==> src/rtl/assert_macros.svh <==
// assertion macros shared by the scheduler rtl
`ifndef ASSERT_MACROS_SVH
`define ASSERT_MACROS_SVH

// property must hold in the cycle after the trigger
`define ASSERT_NEXT(label, clk, rst_n, trig, cond) \
    label: assert property (@(posedge clk) disable iff (!rst_n) (trig) |=> (cond)) \
        else $error("assertion failed");

// property must hold in the same cycle as the trigger
`define ASSERT_SAME(label, clk, rst_n, trig, cond) \
    label: assert property (@(posedge clk) disable iff (!rst_n) (trig) |-> (cond)) \
        else $error("assertion failed");

`endif

==> src/rtl/pts_pkg.sv <==
// shared constants and types of the priority task scheduler
package pts_pkg;
    localparam int NUM_PRIOS = 32;
    localparam int NUM_TASKS = 16;
    localparam int PW = $clog2(NUM_PRIOS);
    localparam int TW = $clog2(NUM_TASKS);
    localparam int CW = $clog2(NUM_TASKS + 1);
    localparam logic [7:0] LOCK_MAX = 8'd255;
    localparam logic [7:0] SLICE_RESET = 8'd10;

    localparam logic [2:0] ACT_READY    = 3'd0;
    localparam logic [2:0] ACT_UNREADY  = 3'd1;
    localparam logic [2:0] ACT_DELAY    = 3'd2;
    localparam logic [2:0] ACT_WAKE     = 3'd3;
    localparam logic [2:0] ACT_TICK     = 3'd4;
    localparam logic [2:0] ACT_LOCK     = 3'd5;
    localparam logic [2:0] ACT_UNLOCK   = 3'd6;
    localparam logic [2:0] ACT_SCHEDULE = 3'd7;

    // per task record kept in the task memory
    typedef struct packed {
        logic [TW-1:0] rnext;
        logic [TW-1:0] rprev;
        logic [PW-1:0] prio;
        logic [31:0]   remain;
        logic [TW-1:0] dnext;
    } task_rec_t;

    // per priority queue record kept in the queue memory
    typedef struct packed {
        logic [TW-1:0] head;
        logic [TW-1:0] tail;
    } queue_rec_t;

    // memory port request
    typedef struct packed {
        logic          we;
        logic [TW-1:0] addr;
        task_rec_t     wdata;
    } tmem_req_t;

    typedef struct packed {
        logic          we;
        logic [PW-1:0] addr;
        queue_rec_t    wdata;
    } qmem_req_t;

    function automatic logic [PW-1:0] first_set(input logic [NUM_PRIOS-1:0] v);
        logic [PW-1:0] r;
        r = '0;
        for (int i = NUM_PRIOS - 1; i >= 0; i--) begin
            if (v[i]) r = PW'(i);
        end
        return r;
    endfunction
endpackage

==> src/rtl/pts_task_mem.sv <==
// task record memory, one write port and one registered read port
module pts_task_mem import pts_pkg::*; (
    input  logic      clk,
    input  tmem_req_t wreq,
    input  logic [TW-1:0] raddr,
    output task_rec_t rdata
);
    task_rec_t mem [NUM_TASKS];

    always_ff @(posedge clk)
    begin
        if (wreq.we)
        begin
            mem[wreq.addr] <= wreq.wdata;
        end
        rdata <= mem[raddr];
    end
endmodule

==> src/rtl/pts_queue_mem.sv <==
// ready queue head and tail memory, one write port and one registered read port
module pts_queue_mem import pts_pkg::*; (
    input  logic      clk,
    input  qmem_req_t wreq,
    input  logic [PW-1:0] raddr,
    output queue_rec_t rdata
);
    queue_rec_t mem [NUM_PRIOS];

    always_ff @(posedge clk)
    begin
        if (wreq.we)
        begin
            mem[wreq.addr] <= wreq.wdata;
        end
        rdata <= mem[raddr];
    end
endmodule

==> src/rtl/priority_task_scheduler_unit.sv <==
// top level of the priority task scheduler: sequencer around two record memories
//
// Priority task scheduler. One request is taken at a time and gives one result, and
// a new request is taken only after the previous result has been accepted. The task
// records (ready links, priority, delay count, delay link) and the per priority queue
// head and tail sit in two synchronous memories with one read and one write port each;
// a sequencer reads, modifies and writes them one access per cycle. Wake walks the
// delay list to find the task and unlinks it. A tick walks the whole delay list,
// counts each task down and unlinks each one that expires, appending it to its ready
// queue if it is not there yet; it then counts down the time slice of the current
// task and selects the task to run. The single read port of the task memory
// serialises the record accesses. Queue counts, the ready bitmap, the membership and
// delayed bits and the time slices live in flops.
`include "assert_macros.svh"
module priority_task_scheduler_unit import pts_pkg::*; (
    input  logic        clk,
    input  logic        rst_n,
    input  logic        cfg_we,
    input  logic [7:0]  cfg_wdata,
    input  logic        in_valid,
    output logic        in_stall,
    input  logic [2:0]  action,
    input  logic [3:0]  task_id,
    input  logic [4:0]  task_prio,
    input  logic [31:0] delay_ticks,
    output logic        out_valid,
    input  logic        out_stall,
    output logic        switch_now,
    output logic [3:0]  running_task,
    output logic        none_ready,
    output logic [7:0]  lock_depth
);
    // sequencer states
    localparam logic [5:0] S_IDLE   = 6'd0;
    localparam logic [5:0] S_DISP   = 6'd1;
    localparam logic [5:0] S_APP0   = 6'd2;   // read queue of task prio
    localparam logic [5:0] S_APP1   = 6'd3;   // got queue rec
    localparam logic [5:0] S_APP2   = 6'd4;   // patch tail rnext
    localparam logic [5:0] S_APP3   = 6'd5;   // patch task rprev
    localparam logic [5:0] S_APP4   = 6'd6;   // return to caller
    localparam logic [5:0] S_REM0   = 6'd7;   // task rec read wait
    localparam logic [5:0] S_REM1   = 6'd8;   // queue rec read wait
    localparam logic [5:0] S_REM2   = 6'd9;   // decide
    localparam logic [5:0] S_REM3   = 6'd10;  // patch prev rnext
    localparam logic [5:0] S_REM5   = 6'd12;  // read next
    localparam logic [5:0] S_REM6   = 6'd13;  // patch next rprev
    localparam logic [5:0] S_REM7   = 6'd14;  // write queue rec
    localparam logic [5:0] S_DLY0   = 6'd15;
    localparam logic [5:0] S_DTL0   = 6'd17;  // read dl tail
    localparam logic [5:0] S_DTL1   = 6'd18;
    localparam logic [5:0] S_WAK0   = 6'd19;  // walk read issue
    localparam logic [5:0] S_WAK1   = 6'd20;
    localparam logic [5:0] S_UNL0   = 6'd22;  // unlink: read prev
    localparam logic [5:0] S_UNL1   = 6'd23;
    localparam logic [5:0] S_UNL2   = 6'd24;
    localparam logic [5:0] S_TCK0   = 6'd25;  // tick walk read issue
    localparam logic [5:0] S_TCK1   = 6'd26;
    localparam logic [5:0] S_TCK2   = 6'd27;
    localparam logic [5:0] S_TCK3   = 6'd28;  // advance walk after decrement, unlink or append
    localparam logic [5:0] S_SLC0   = 6'd29;
    localparam logic [5:0] S_SLC1   = 6'd30;
    localparam logic [5:0] S_SCH0   = 6'd31;
    localparam logic [5:0] S_SCH1   = 6'd32;
    localparam logic [5:0] S_SCH2   = 6'd33;
    localparam logic [5:0] S_DONE   = 6'd34;

    // return codes for the shared append, remove and unlink subroutines
    localparam logic [1:0] R_DONE  = 2'd0;
    localparam logic [1:0] R_TICK  = 2'd1;
    localparam logic [1:0] R_SLICE = 2'd2;

    logic [5:0]  state_reg, state_next;
    logic [1:0]  ret_reg, ret_next;
    logic [7:0]  reload_reg;
    logic [2:0]  act_reg, act_next;
    logic [TW-1:0] tid_reg, tid_next;
    logic [PW-1:0] prio_reg, prio_next;
    logic [31:0] ticks_reg, ticks_next;
    logic [NUM_PRIOS-1:0] bitmap_reg, bitmap_next;
    logic [CW-1:0] qcount_reg [NUM_PRIOS];
    logic [CW-1:0] qcount_next [NUM_PRIOS];
    logic [NUM_TASKS-1:0] inready_reg, inready_next;
    logic [NUM_TASKS-1:0] delayed_reg, delayed_next;
    logic [7:0]  slice_reg [NUM_TASKS];
    logic [7:0]  slice_next [NUM_TASKS];
    logic [TW-1:0] cur_reg, cur_next;
    logic [7:0]  lock_reg, lock_next;
    logic [31:0] ticktot_reg, ticktot_next;
    logic [TW-1:0] dlhead_reg, dlhead_next, dltail_reg, dltail_next;
    logic [CW-1:0] dllen_reg, dllen_next;
    // walk state
    logic [CW-1:0] n_reg, n_next;
    logic [TW-1:0] wt_reg, wt_next, wprev_reg, wprev_next, wnx_reg, wnx_next;
    logic        hprev_reg, hprev_next;
    logic [TW-1:0] wtask_reg, wtask_next;   // task under append or remove
    task_rec_t   rec_reg, rec_next;
    queue_rec_t  qrec_reg, qrec_next;
    logic        sw_reg, sw_next;
    logic        ov_reg, ov_next;

    tmem_req_t   twr;
    logic [TW-1:0] traddr;
    task_rec_t   trd;
    qmem_req_t   qwr;
    logic [PW-1:0] qraddr;
    queue_rec_t  qrd;

    pts_task_mem u_tmem (.clk(clk), .wreq(twr), .raddr(traddr), .rdata(trd));
    pts_queue_mem u_qmem (.clk(clk), .wreq(qwr), .raddr(qraddr), .rdata(qrd));

    assign in_stall     = (state_reg != S_IDLE) || ov_reg;
    assign out_valid    = ov_reg;
    assign switch_now   = sw_reg;
    assign running_task = cur_reg;
    assign none_ready   = (bitmap_reg == '0);
    assign lock_depth   = lock_reg;

    logic [PW-1:0] wprio;
    assign wprio = rec_reg.prio;

    always_comb
    begin
        state_next   = state_reg;
        ret_next     = ret_reg;
        act_next     = act_reg;
        tid_next     = tid_reg;
        prio_next    = prio_reg;
        ticks_next   = ticks_reg;
        bitmap_next  = bitmap_reg;
        qcount_next  = qcount_reg;
        inready_next = inready_reg;
        delayed_next = delayed_reg;
        slice_next   = slice_reg;
        cur_next     = cur_reg;
        lock_next    = lock_reg;
        ticktot_next = ticktot_reg;
        dlhead_next  = dlhead_reg;
        dltail_next  = dltail_reg;
        dllen_next   = dllen_reg;
        n_next       = n_reg;
        wt_next      = wt_reg;
        wprev_next   = wprev_reg;
        wnx_next     = wnx_reg;
        hprev_next   = hprev_reg;
        wtask_next   = wtask_reg;
        rec_next     = rec_reg;
        qrec_next    = qrec_reg;
        sw_next      = sw_reg;
        ov_next      = ov_reg;
        twr          = '0;
        qwr          = '0;
        traddr       = wtask_reg;
        qraddr       = wprio;

        if (ov_reg && !out_stall)
        begin
            ov_next = 1'b0;
        end

        case (state_reg)
            S_IDLE:
            begin
                traddr = task_id;
                if (in_valid && !ov_reg)
                begin
                    act_next   = action;
                    tid_next   = task_id;
                    prio_next  = task_prio;
                    ticks_next = (delay_ticks == 32'd0) ? 32'd1 : delay_ticks;
                    wtask_next = task_id;
                    sw_next    = 1'b0;
                    state_next = S_DISP;
                end
            end
            S_DISP:
            begin
                // task record of tid is on trd
                rec_next = trd;
                case (act_reg)
                    ACT_READY:
                    begin
                        if (inready_reg[tid_reg])
                        begin
                            state_next = S_DONE;
                        end
                        else
                        begin
                            rec_next.prio = prio_reg;
                            twr.we = 1'b1;
                            twr.addr = tid_reg;
                            twr.wdata = trd;
                            twr.wdata.prio = prio_reg;
                            ret_next = R_DONE;
                            state_next = S_APP0;
                        end
                    end
                    ACT_UNREADY:
                    begin
                        ret_next = R_DONE;
                        state_next = inready_reg[tid_reg] ? S_REM1 : S_DONE;
                        qraddr = trd.prio;
                    end
                    ACT_DELAY:
                    begin
                        twr.we = 1'b1;
                        twr.addr = tid_reg;
                        twr.wdata = trd;
                        twr.wdata.remain = ticks_reg;
                        rec_next.remain = ticks_reg;
                        if (delayed_reg[tid_reg])
                        begin
                            state_next = S_DONE;
                        end
                        else
                        begin
                            state_next = (dllen_reg == '0) ? S_DLY0 : S_DTL0;
                        end
                    end
                    ACT_WAKE:
                    begin
                        if (delayed_reg[tid_reg])
                        begin
                            n_next = dllen_reg;
                            wt_next = dlhead_reg;
                            hprev_next = 1'b0;
                            wprev_next = '0;
                            state_next = S_WAK0;
                        end
                        else
                        begin
                            state_next = S_DONE;
                        end
                    end
                    ACT_TICK:
                    begin
                        n_next = dllen_reg;
                        wt_next = dlhead_reg;
                        hprev_next = 1'b0;
                        wprev_next = '0;
                        state_next = S_TCK0;
                    end
                    ACT_LOCK:
                    begin
                        if (lock_reg != LOCK_MAX) lock_next = lock_reg + 8'd1;
                        state_next = S_DONE;
                    end
                    ACT_UNLOCK:
                    begin
                        if (lock_reg != 8'd0)
                        begin
                            lock_next = lock_reg - 8'd1;
                            state_next = (lock_reg == 8'd1) ? S_SCH0 : S_DONE;
                        end
                        else
                        begin
                            state_next = S_DONE;
                        end
                    end
                    default:
                    begin
                        state_next = S_SCH0;
                    end
                endcase
            end
            // append wtask (record in rec_reg) to its ready queue
            S_APP0:
            begin
                qraddr = wprio;
                state_next = S_APP1;
            end
            S_APP1:
            begin
                qrec_next = qrd;
                qwr.we = 1'b1;
                qwr.addr = wprio;
                qwr.wdata.tail = wtask_reg;
                if (qcount_reg[wprio] == '0)
                begin
                    qwr.wdata.head = wtask_reg;
                    state_next = S_APP4;
                end
                else
                begin
                    qwr.wdata.head = qrd.head;
                    traddr = qrd.tail;
                    state_next = S_APP2;
                end
                qcount_next[wprio] = qcount_reg[wprio] + CW'(1);
                bitmap_next[wprio] = 1'b1;
                inready_next[wtask_reg] = 1'b1;
            end
            S_APP2:
            begin
                twr.we = 1'b1;
                twr.addr = qrec_reg.tail;
                twr.wdata = trd;
                twr.wdata.rnext = wtask_reg;
                state_next = S_APP3;
            end
            S_APP3:
            begin
                twr.we = 1'b1;
                twr.addr = wtask_reg;
                twr.wdata = rec_reg;
                twr.wdata.rprev = qrec_reg.tail;
                rec_next.rprev = qrec_reg.tail;
                state_next = S_APP4;
            end
            S_APP4:
            begin
                case (ret_reg)
                    R_TICK:  state_next = S_TCK3;
                    R_SLICE: state_next = S_SCH0;
                    default: state_next = S_DONE;
                endcase
            end
            // remove wtask from its queue; rec_reg holds its record
            S_REM0:
            begin
                rec_next = trd;
                qraddr = trd.prio;
                state_next = S_REM1;
            end
            S_REM1:
            begin
                state_next = S_REM2;
            end
            S_REM2:
            begin
                qrec_next = qrd;
                if (qcount_reg[wprio] > CW'(1))
                begin
                    if (wtask_reg == qrd.head)
                    begin
                        qrec_next.head = rec_reg.rnext;
                        state_next = S_REM5;
                    end
                    else
                    begin
                        traddr = rec_reg.rprev;
                        state_next = S_REM3;
                    end
                end
                else
                begin
                    state_next = S_REM7;
                end
            end
            S_REM3:
            begin
                twr.we = 1'b1;
                twr.addr = rec_reg.rprev;
                twr.wdata = trd;
                twr.wdata.rnext = rec_reg.rnext;
                state_next = S_REM5;
            end
            S_REM5:
            begin
                if (wtask_reg == qrec_reg.tail)
                begin
                    qrec_next.tail = rec_reg.rprev;
                    state_next = S_REM7;
                end
                else
                begin
                    traddr = rec_reg.rnext;
                    state_next = S_REM6;
                end
            end
            S_REM6:
            begin
                twr.we = 1'b1;
                twr.addr = rec_reg.rnext;
                twr.wdata = trd;
                twr.wdata.rprev = rec_reg.rprev;
                state_next = S_REM7;
            end
            S_REM7:
            begin
                qwr.we = 1'b1;
                qwr.addr = wprio;
                qwr.wdata = qrec_reg;
                if (qcount_reg[wprio] != '0)
                begin
                    qcount_next[wprio] = qcount_reg[wprio] - CW'(1);
                end
                if (qcount_reg[wprio] <= CW'(1)) bitmap_next[wprio] = 1'b0;
                inready_next[wtask_reg] = 1'b0;
                if (ret_reg == R_SLICE)
                begin
                    traddr = wtask_reg;
                    state_next = S_SLC1;
                end
                else
                begin
                    state_next = S_DONE;
                end
            end
            // delay list append
            S_DTL0:
            begin
                traddr = dltail_reg;
                state_next = S_DTL1;
            end
            S_DTL1:
            begin
                twr.we = 1'b1;
                twr.addr = dltail_reg;
                twr.wdata = trd;
                twr.wdata.dnext = tid_reg;
                state_next = S_DLY0;
            end
            S_DLY0:
            begin
                if (dllen_reg == '0) dlhead_next = tid_reg;
                dltail_next = tid_reg;
                dllen_next = dllen_reg + CW'(1);
                delayed_next[tid_reg] = 1'b1;
                state_next = S_DONE;
            end
            // wake: walk the delay list to find the task
            S_WAK0:
            begin
                traddr = wt_reg;
                state_next = (n_reg == '0) ? S_DONE : S_WAK1;
            end
            S_WAK1:
            begin
                wnx_next = trd.dnext;
                if (wt_reg == tid_reg)
                begin
                    ret_next = R_DONE;
                    state_next = S_UNL0;
                end
                else
                begin
                    wprev_next = wt_reg;
                    hprev_next = 1'b1;
                    wt_next = trd.dnext;
                    n_next = n_reg - CW'(1);
                    state_next = S_WAK0;
                end
            end
            // unlink wt from the delay list, next link in wnx
            S_UNL0:
            begin
                traddr = wprev_reg;
                state_next = S_UNL1;
            end
            S_UNL1:
            begin
                if (!hprev_reg)
                begin
                    dlhead_next = wnx_reg;
                end
                else
                begin
                    twr.we = 1'b1;
                    twr.addr = wprev_reg;
                    twr.wdata = trd;
                    twr.wdata.dnext = wnx_reg;
                end
                if (wt_reg == dltail_reg) dltail_next = wprev_reg;
                dllen_next = dllen_reg - CW'(1);
                delayed_next[wt_reg] = 1'b0;
                state_next = S_UNL2;
            end
            S_UNL2:
            begin
                state_next = (ret_reg == R_TICK) ? S_TCK2 : S_DONE;
            end
            // tick walk
            S_TCK0:
            begin
                traddr = wt_reg;
                state_next = (n_reg == '0) ? S_SLC0 : S_TCK1;
            end
            S_TCK1:
            begin
                rec_next = trd;
                rec_next.remain = trd.remain - 32'd1;
                wnx_next = trd.dnext;
                twr.we = 1'b1;
                twr.addr = wt_reg;
                twr.wdata = trd;
                twr.wdata.remain = trd.remain - 32'd1;
                if (trd.remain == 32'd1)
                begin
                    ret_next = R_TICK;
                    state_next = S_UNL0;
                end
                else
                begin
                    wprev_next = wt_reg;
                    hprev_next = 1'b1;
                    state_next = S_TCK3;
                end
            end
            S_TCK2:
            begin
                // expired task: append if not ready
                traddr = wt_reg;
                wtask_next = wt_reg;
                if (!inready_reg[wt_reg])
                begin
                    ret_next = R_TICK;
                    state_next = S_APP0;
                end
                else
                begin
                    state_next = S_TCK3;
                end
                // rec_reg still holds this task's record from the walk
            end
            S_TCK3:
            begin
                wt_next = wnx_reg;
                n_next = n_reg - CW'(1);
                state_next = S_TCK0;
            end
            // time slice of the current task
            S_SLC0:
            begin
                wtask_next = cur_reg;
                traddr = cur_reg;
                ticktot_next = ticktot_reg + 32'd1;
                if (slice_reg[cur_reg] == 8'd1)
                begin
                    slice_next[cur_reg] = reload_reg;
                    if (inready_reg[cur_reg])
                    begin
                        ret_next = R_SLICE;
                        state_next = S_REM0;
                    end
                    else
                    begin
                        state_next = S_SCH0;
                    end
                end
                else
                begin
                    slice_next[cur_reg] = slice_reg[cur_reg] - 8'd1;
                    state_next = S_SCH0;
                end
            end
            S_SLC1:
            begin
                // record reread after removal for the append
                rec_next = trd;
                state_next = S_APP0;
            end
            // schedule
            S_SCH0:
            begin
                qraddr = first_set(bitmap_reg);
                state_next = S_SCH1;
            end
            S_SCH1:
            begin
                state_next = S_SCH2;
                if (lock_reg == 8'd0 && bitmap_reg != '0 && qrd.head != cur_reg)
                begin
                    cur_next = qrd.head;
                    sw_next = 1'b1;
                end
            end
            S_SCH2:
            begin
                state_next = S_DONE;
            end
            S_DONE:
            begin
                if (!ov_reg || !out_stall)
                begin
                    ov_next = 1'b1;
                    state_next = S_IDLE;
                end
            end
            default:
            begin
                state_next = S_IDLE;
            end
        endcase
    end

    always_ff @(posedge clk or negedge rst_n)
    begin
        if (!rst_n)
        begin
            state_reg   <= S_IDLE;
            ret_reg     <= R_DONE;
            reload_reg  <= SLICE_RESET;
            bitmap_reg  <= '0;
            inready_reg <= '0;
            delayed_reg <= '0;
            cur_reg     <= '0;
            lock_reg    <= '0;
            ticktot_reg <= '0;
            dllen_reg   <= '0;
            ov_reg      <= 1'b0;
            for (int i = 0; i < NUM_PRIOS; i++) qcount_reg[i] <= '0;
            for (int i = 0; i < NUM_TASKS; i++) slice_reg[i] <= SLICE_RESET;
        end
        else
        begin
            state_reg   <= state_next;
            ret_reg     <= ret_next;
            if (cfg_we) reload_reg <= (cfg_wdata == 8'd0) ? 8'd1 : cfg_wdata;
            bitmap_reg  <= bitmap_next;
            inready_reg <= inready_next;
            delayed_reg <= delayed_next;
            cur_reg     <= cur_next;
            lock_reg    <= lock_next;
            ticktot_reg <= ticktot_next;
            dllen_reg   <= dllen_next;
            ov_reg      <= ov_next;
            qcount_reg  <= qcount_next;
            slice_reg   <= slice_next;
        end
    end

    always_ff @(posedge clk)
    begin
        act_reg   <= act_next;
        tid_reg   <= tid_next;
        prio_reg  <= prio_next;
        ticks_reg <= ticks_next;
        dlhead_reg <= dlhead_next;
        dltail_reg <= dltail_next;
        n_reg     <= n_next;
        wt_reg    <= wt_next;
        wprev_reg <= wprev_next;
        wnx_reg   <= wnx_next;
        hprev_reg <= hprev_next;
        wtask_reg <= wtask_next;
        rec_reg   <= rec_next;
        qrec_reg  <= qrec_next;
        sw_reg    <= sw_next;
    end

    `ASSERT_NEXT(a_busy_after_accept, clk, rst_n, in_valid && !in_stall, in_stall)
    `ASSERT_SAME(a_bitmap_matches_count, clk, rst_n, 1'b1,
        (bitmap_reg == '0) == (inready_reg == '0))
    `ASSERT_NEXT(a_lock_holds_current, clk, rst_n,
        lock_reg != 8'd0 && state_reg != S_IDLE && state_reg != S_DISP, cur_reg == $past(cur_reg))
endmodule

==> config.mk <==
export PLATFORM = sky130hd
export DESIGN_NAME = priority_task_scheduler_unit
export DESIGN_NICKNAME = d
export VERILOG_FILES = /design/src/rtl/pts_pkg.sv /design/src/rtl/pts_task_mem.sv /design/src/rtl/pts_queue_mem.sv /design/src/rtl/priority_task_scheduler_unit.sv
export VERILOG_INCLUDE_DIRS = /design/src /design/src/rtl
export SDC_FILE = /design/constraint.sdc
export NUM_CORES = 2
export LEC_CHECK = 0
export BUFFER_PORTS_ARGS = -buffer_cell sky130_fd_sc_hd__buf_2
export CAP_MARGIN = 5
export CORE_UTILIZATION = 35
export DETAILED_ROUTE_END_ITERATION = 6
export MAX_ROUTING_LAYER = met4
export SKIP_CTS_REPAIR_TIMING = 1
export SLEW_MARGIN = 20
export SYNTH_ARGS = -nofsm -noshare
export SYNTH_HDL_FRONTEND = slang
export SYNTH_SLANG_ARGS = --single-unit
==> constraint.sdc <==
create_clock -name clk -period 6.05 [get_ports clk]
set_input_delay 0.3025 -clock clk [delete_from_list [all_inputs] [get_ports clk]]
set_output_delay 0.3025 -clock clk [all_outputs]
set_load 0.005 [all_outputs]
==> impl_metrics.env <==
export IMPL_outcome="completed"
export IMPL_synth_cell_area_sq_um=68500
export IMPL_min_path_type="input port to register"
export IMPL_antenna_left=0
export IMPL_clk_pin_slew_ps=60
export IMPL_cp_max_fo=46
export IMPL_drc=0
export IMPL_largest_reg_flops=784
export IMPL_cts_max_level=4
export IMPL_syn_nets=4507
export IMPL_power_density_nw_per_um2=449
export IMPL_p_leak_uw=0.0285
export IMPL_grt_pass1_vias=40200
export IMPL_cts_sinks=1615
export IMPL_tns_ps=0
export IMPL_drt_iter0_drc=4170
export IMPL_dp_slack_ps=599
export IMPL_setup_viol=0
export IMPL_start_kind="register"
export IMPL_placementRows=162
export IMPL_hold_viol=0
export IMPL_core_region_area_sq_um=195000
export IMPL_skew_ps=36.8
export IMPL_wire_per_inst_um=24.3
export IMPL_die_h_um=444
export IMPL_flow_area_growth_from_synthesis_pct=15.4
export IMPL_ys_async_sr_fraction=0.239
export IMPL_worstMarginPinSlew_ps=1130
export IMPL_synth_common_cells="1172 x edfxtp_1, 363 x nand2_1, 352 x dfrtp_1"
export IMPL_synth_seq_cells=1615
export IMPL_slew_violations=0
export IMPL_drt_vias_per_instance=5.56
export IMPL_critPathKind="register to register"
export IMPL_antenna_found_initial=1
export IMPL_placed_cell_area_sq_um=73000
export IMPL_r2r_setup_slack_ps=600
export IMPL_io_pins=73
export IMPL_synth_edf_count=1172
export IMPL_final_area_sq_um=79100
export IMPL_layout_drive_gt1_share=0.234
export IMPL_root_buffer="clkbuf_16"
export IMPL_cts_buffers_inserted=167
export IMPL_yosysSeqAreaShare=0.672
export IMPL_crit_arrival_ps=6120
export IMPL_grt_total_usage=0.183
export IMPL_endpoint_kind="register"
export IMPL_synth_top_area_cell="edfxtp_1"
export IMPL_yosysMostFrequentCell="edfxtp_1"
export IMPL_clock_path_buffers=3
export IMPL_crit_path_end="u_tmem.rdata[0]"
export IMPL_grt_pass1_wl_um=266000
export IMPL_whs_path_depth=2
export IMPL_r2r_end="u_tmem.rdata[0]"
export IMPL_fmax_ghz=0.183
export IMPL_cts_tree="yes"
export IMPL_fin_crit_sh=0.901
export IMPL_reg_top3="u_tmem.mem x784, u_qmem.mem x256"
export IMPL_syn_inst=4432
export IMPL_setup_ws_ps=596
export IMPL_synth_top_area_frac=0.514
export IMPL_routabilityCongestion=0.933
export IMPL_yosys_warnings=0
export IMPL_synth_distinct_cells=85
export IMPL_rr_worst_depth=14
export IMPL_syn_mean_instance_area_sq_um=15.5
export IMPL_rr_startpoint="wprio[4]"
export IMPL_rsz0062_at_grt="false"
export IMPL_fin_nets=4727
export IMPL_clock_latency_ps=820
export IMPL_cap_violations=0
export IMPL_antennaDiodeCount=0
export IMPL_drt_pass1_iter_count=6
export IMPL_finalCriticalPeriod_ps=5450
export IMPL_grt_max_degree=178
export IMPL_grt_overflow=0
export IMPL_relSlewSlack=0.236
export IMPL_crit_path_start="wprio[4]"
export IMPL_port_buffers=72
export IMPL_vias=40800
export IMPL_wirelength_um=178000
export IMPL_die_w_um=444
export IMPL_ir_worst_vdd_mv=0.361
export IMPL_fp_dieArea_sq_um=197000
export IMPL_worstPathRequired_ps=6720
export IMPL_synth_ff_type="edfxtp_1"
export IMPL_start_util=0.352
export IMPL_hpwl_um=109000
export IMPL_top_register="u_tmem.mem"
export IMPL_synth_area_leaders="edfxtp_1 51%, dfrtp_1 13%, mux4_2 9.5%"
export IMPL_fill_cells=17600
[cell usage in the layout, fill, tap and decap left out, types with 26 or more instances in the layout]
master / netlist / routed
a21oi_1: 161 / 160
nor2_1: 191 / 169
o22ai_1: 48 / 47
nand2b_1: 26 / 26
dfstp_2: 34 / 34
a31oi_1: 53 / 53
dfxtp_1: 57 / 57
nand2_1: 363 / 359
mux2i_1: 251 / 251
dlygate4sd3_1: 0 / 61
clkbuf_16: 0 / 171
edfxtp_1: 1172 / 1172
a22oi_1: 80 / 80
buf_12: 0 / 31
dfrtp_1: 352 / 350
buf_4: 14 / 173
nor4_1: 43 / 41
nand3_1: 64 / 64
o21ai_0: 291 / 283
nor3_1: 68 / 66
mux4_2: 290 / 290
xnor2_1: 42 / 39
inv_1: 44 / 44
clkbuf_1: 207 / 54
buf_2: 36 / 71
mux2_2: 187 / 187
[power by group]
part           internal, uW  total [uW]  switching [uW]
registers             13400       14500            1090
logic                  5000       10900            5920
clock network          5780       10100            4360
total                 24200       35500           11400
[worst max-delay path, cell delays in order, from the launching register on]
cell	delay (ps)
edfxtp_1	980
or4bb_1	340
o22ai_1	130
or4_1	590
nor2_4	160
ha_1	220
inv_1	80
nor4_2	520
mux2_2	430
a221oi_4	320
buf_12	260
buf_12	330
mux4_2	560
mux2i_1	160
mux2i_1	90
[metal layers]
layer | vias up | wire length (um) | GRT usage
met2 | 1394 | 84400 | 0.285
met4 | 0 | 5220 | 0.0551
met3 | 303 | 11100 | 0.0276
met1 | 21300 | 77500 | 0.248
met5 | - | 0 | -
li1 | 17800 | - | -
[area by class of cell]
class | instances | area, sq um | share of cell area
timing repair buffer | 339 | 2920 | 0.0369
multi-input combinational | 2484 | 21300 | 0.270
tap | 2542 | 3180 | 0.0402
clock inverter | 69 | 672 | 0.00850
inverter | 45 | 169 | 0.00214
sequential | 1615 | 46000 | 0.582
clock buffer | 245 | 4750 | 0.0601
[logic make-up (layout without fill, tap and decap cells)]
family,count (synthesis),count (layout),share of synthesized area
DFF,1615,1615,0.672
AOI/OAI and AO/OA,795,795,0.0725
xor gates and xnor gates,60,60,0.00767
and+or+nand+nor,879,879,0.0594
muxes,731,731,0.163
adders and majority gates,19,19,0.00354
buffers and inverters,333,698,0.0214
[through the flow]
stage | total power, uW | hold slack [ps] | utilization | std cells
after CTS | 35800 | -548 | 0.403 | 7276
final | 35500 | 90.9 | 0.406 | 7339
after detailed placement | 25600 | 325 | 0.375 | 6962
after global placement | 25400 | 322 | 0.375 | 6962
after global routing | 37100 | 22.5 | 0.406 | 7339
after floorplan | 22100 | 6.91 | - | 4432
[worst min path at each step]
stage / startpoint / to
5_1_grt: delay_ticks[0] / ticks_reg[0]
6_report: delay_ticks[0] / ticks_reg[0]
3_3_place_gp: rst_n / qcount_reg[122]
4_1_cts: rst_n / asynchronous set/reset pin
2_1_floorplan: rst_n / asynchronous set/reset pin
3_5_place_dp: rst_n / qcount_reg[53]
Note: power is estimated with default switching activity, not from simulation.
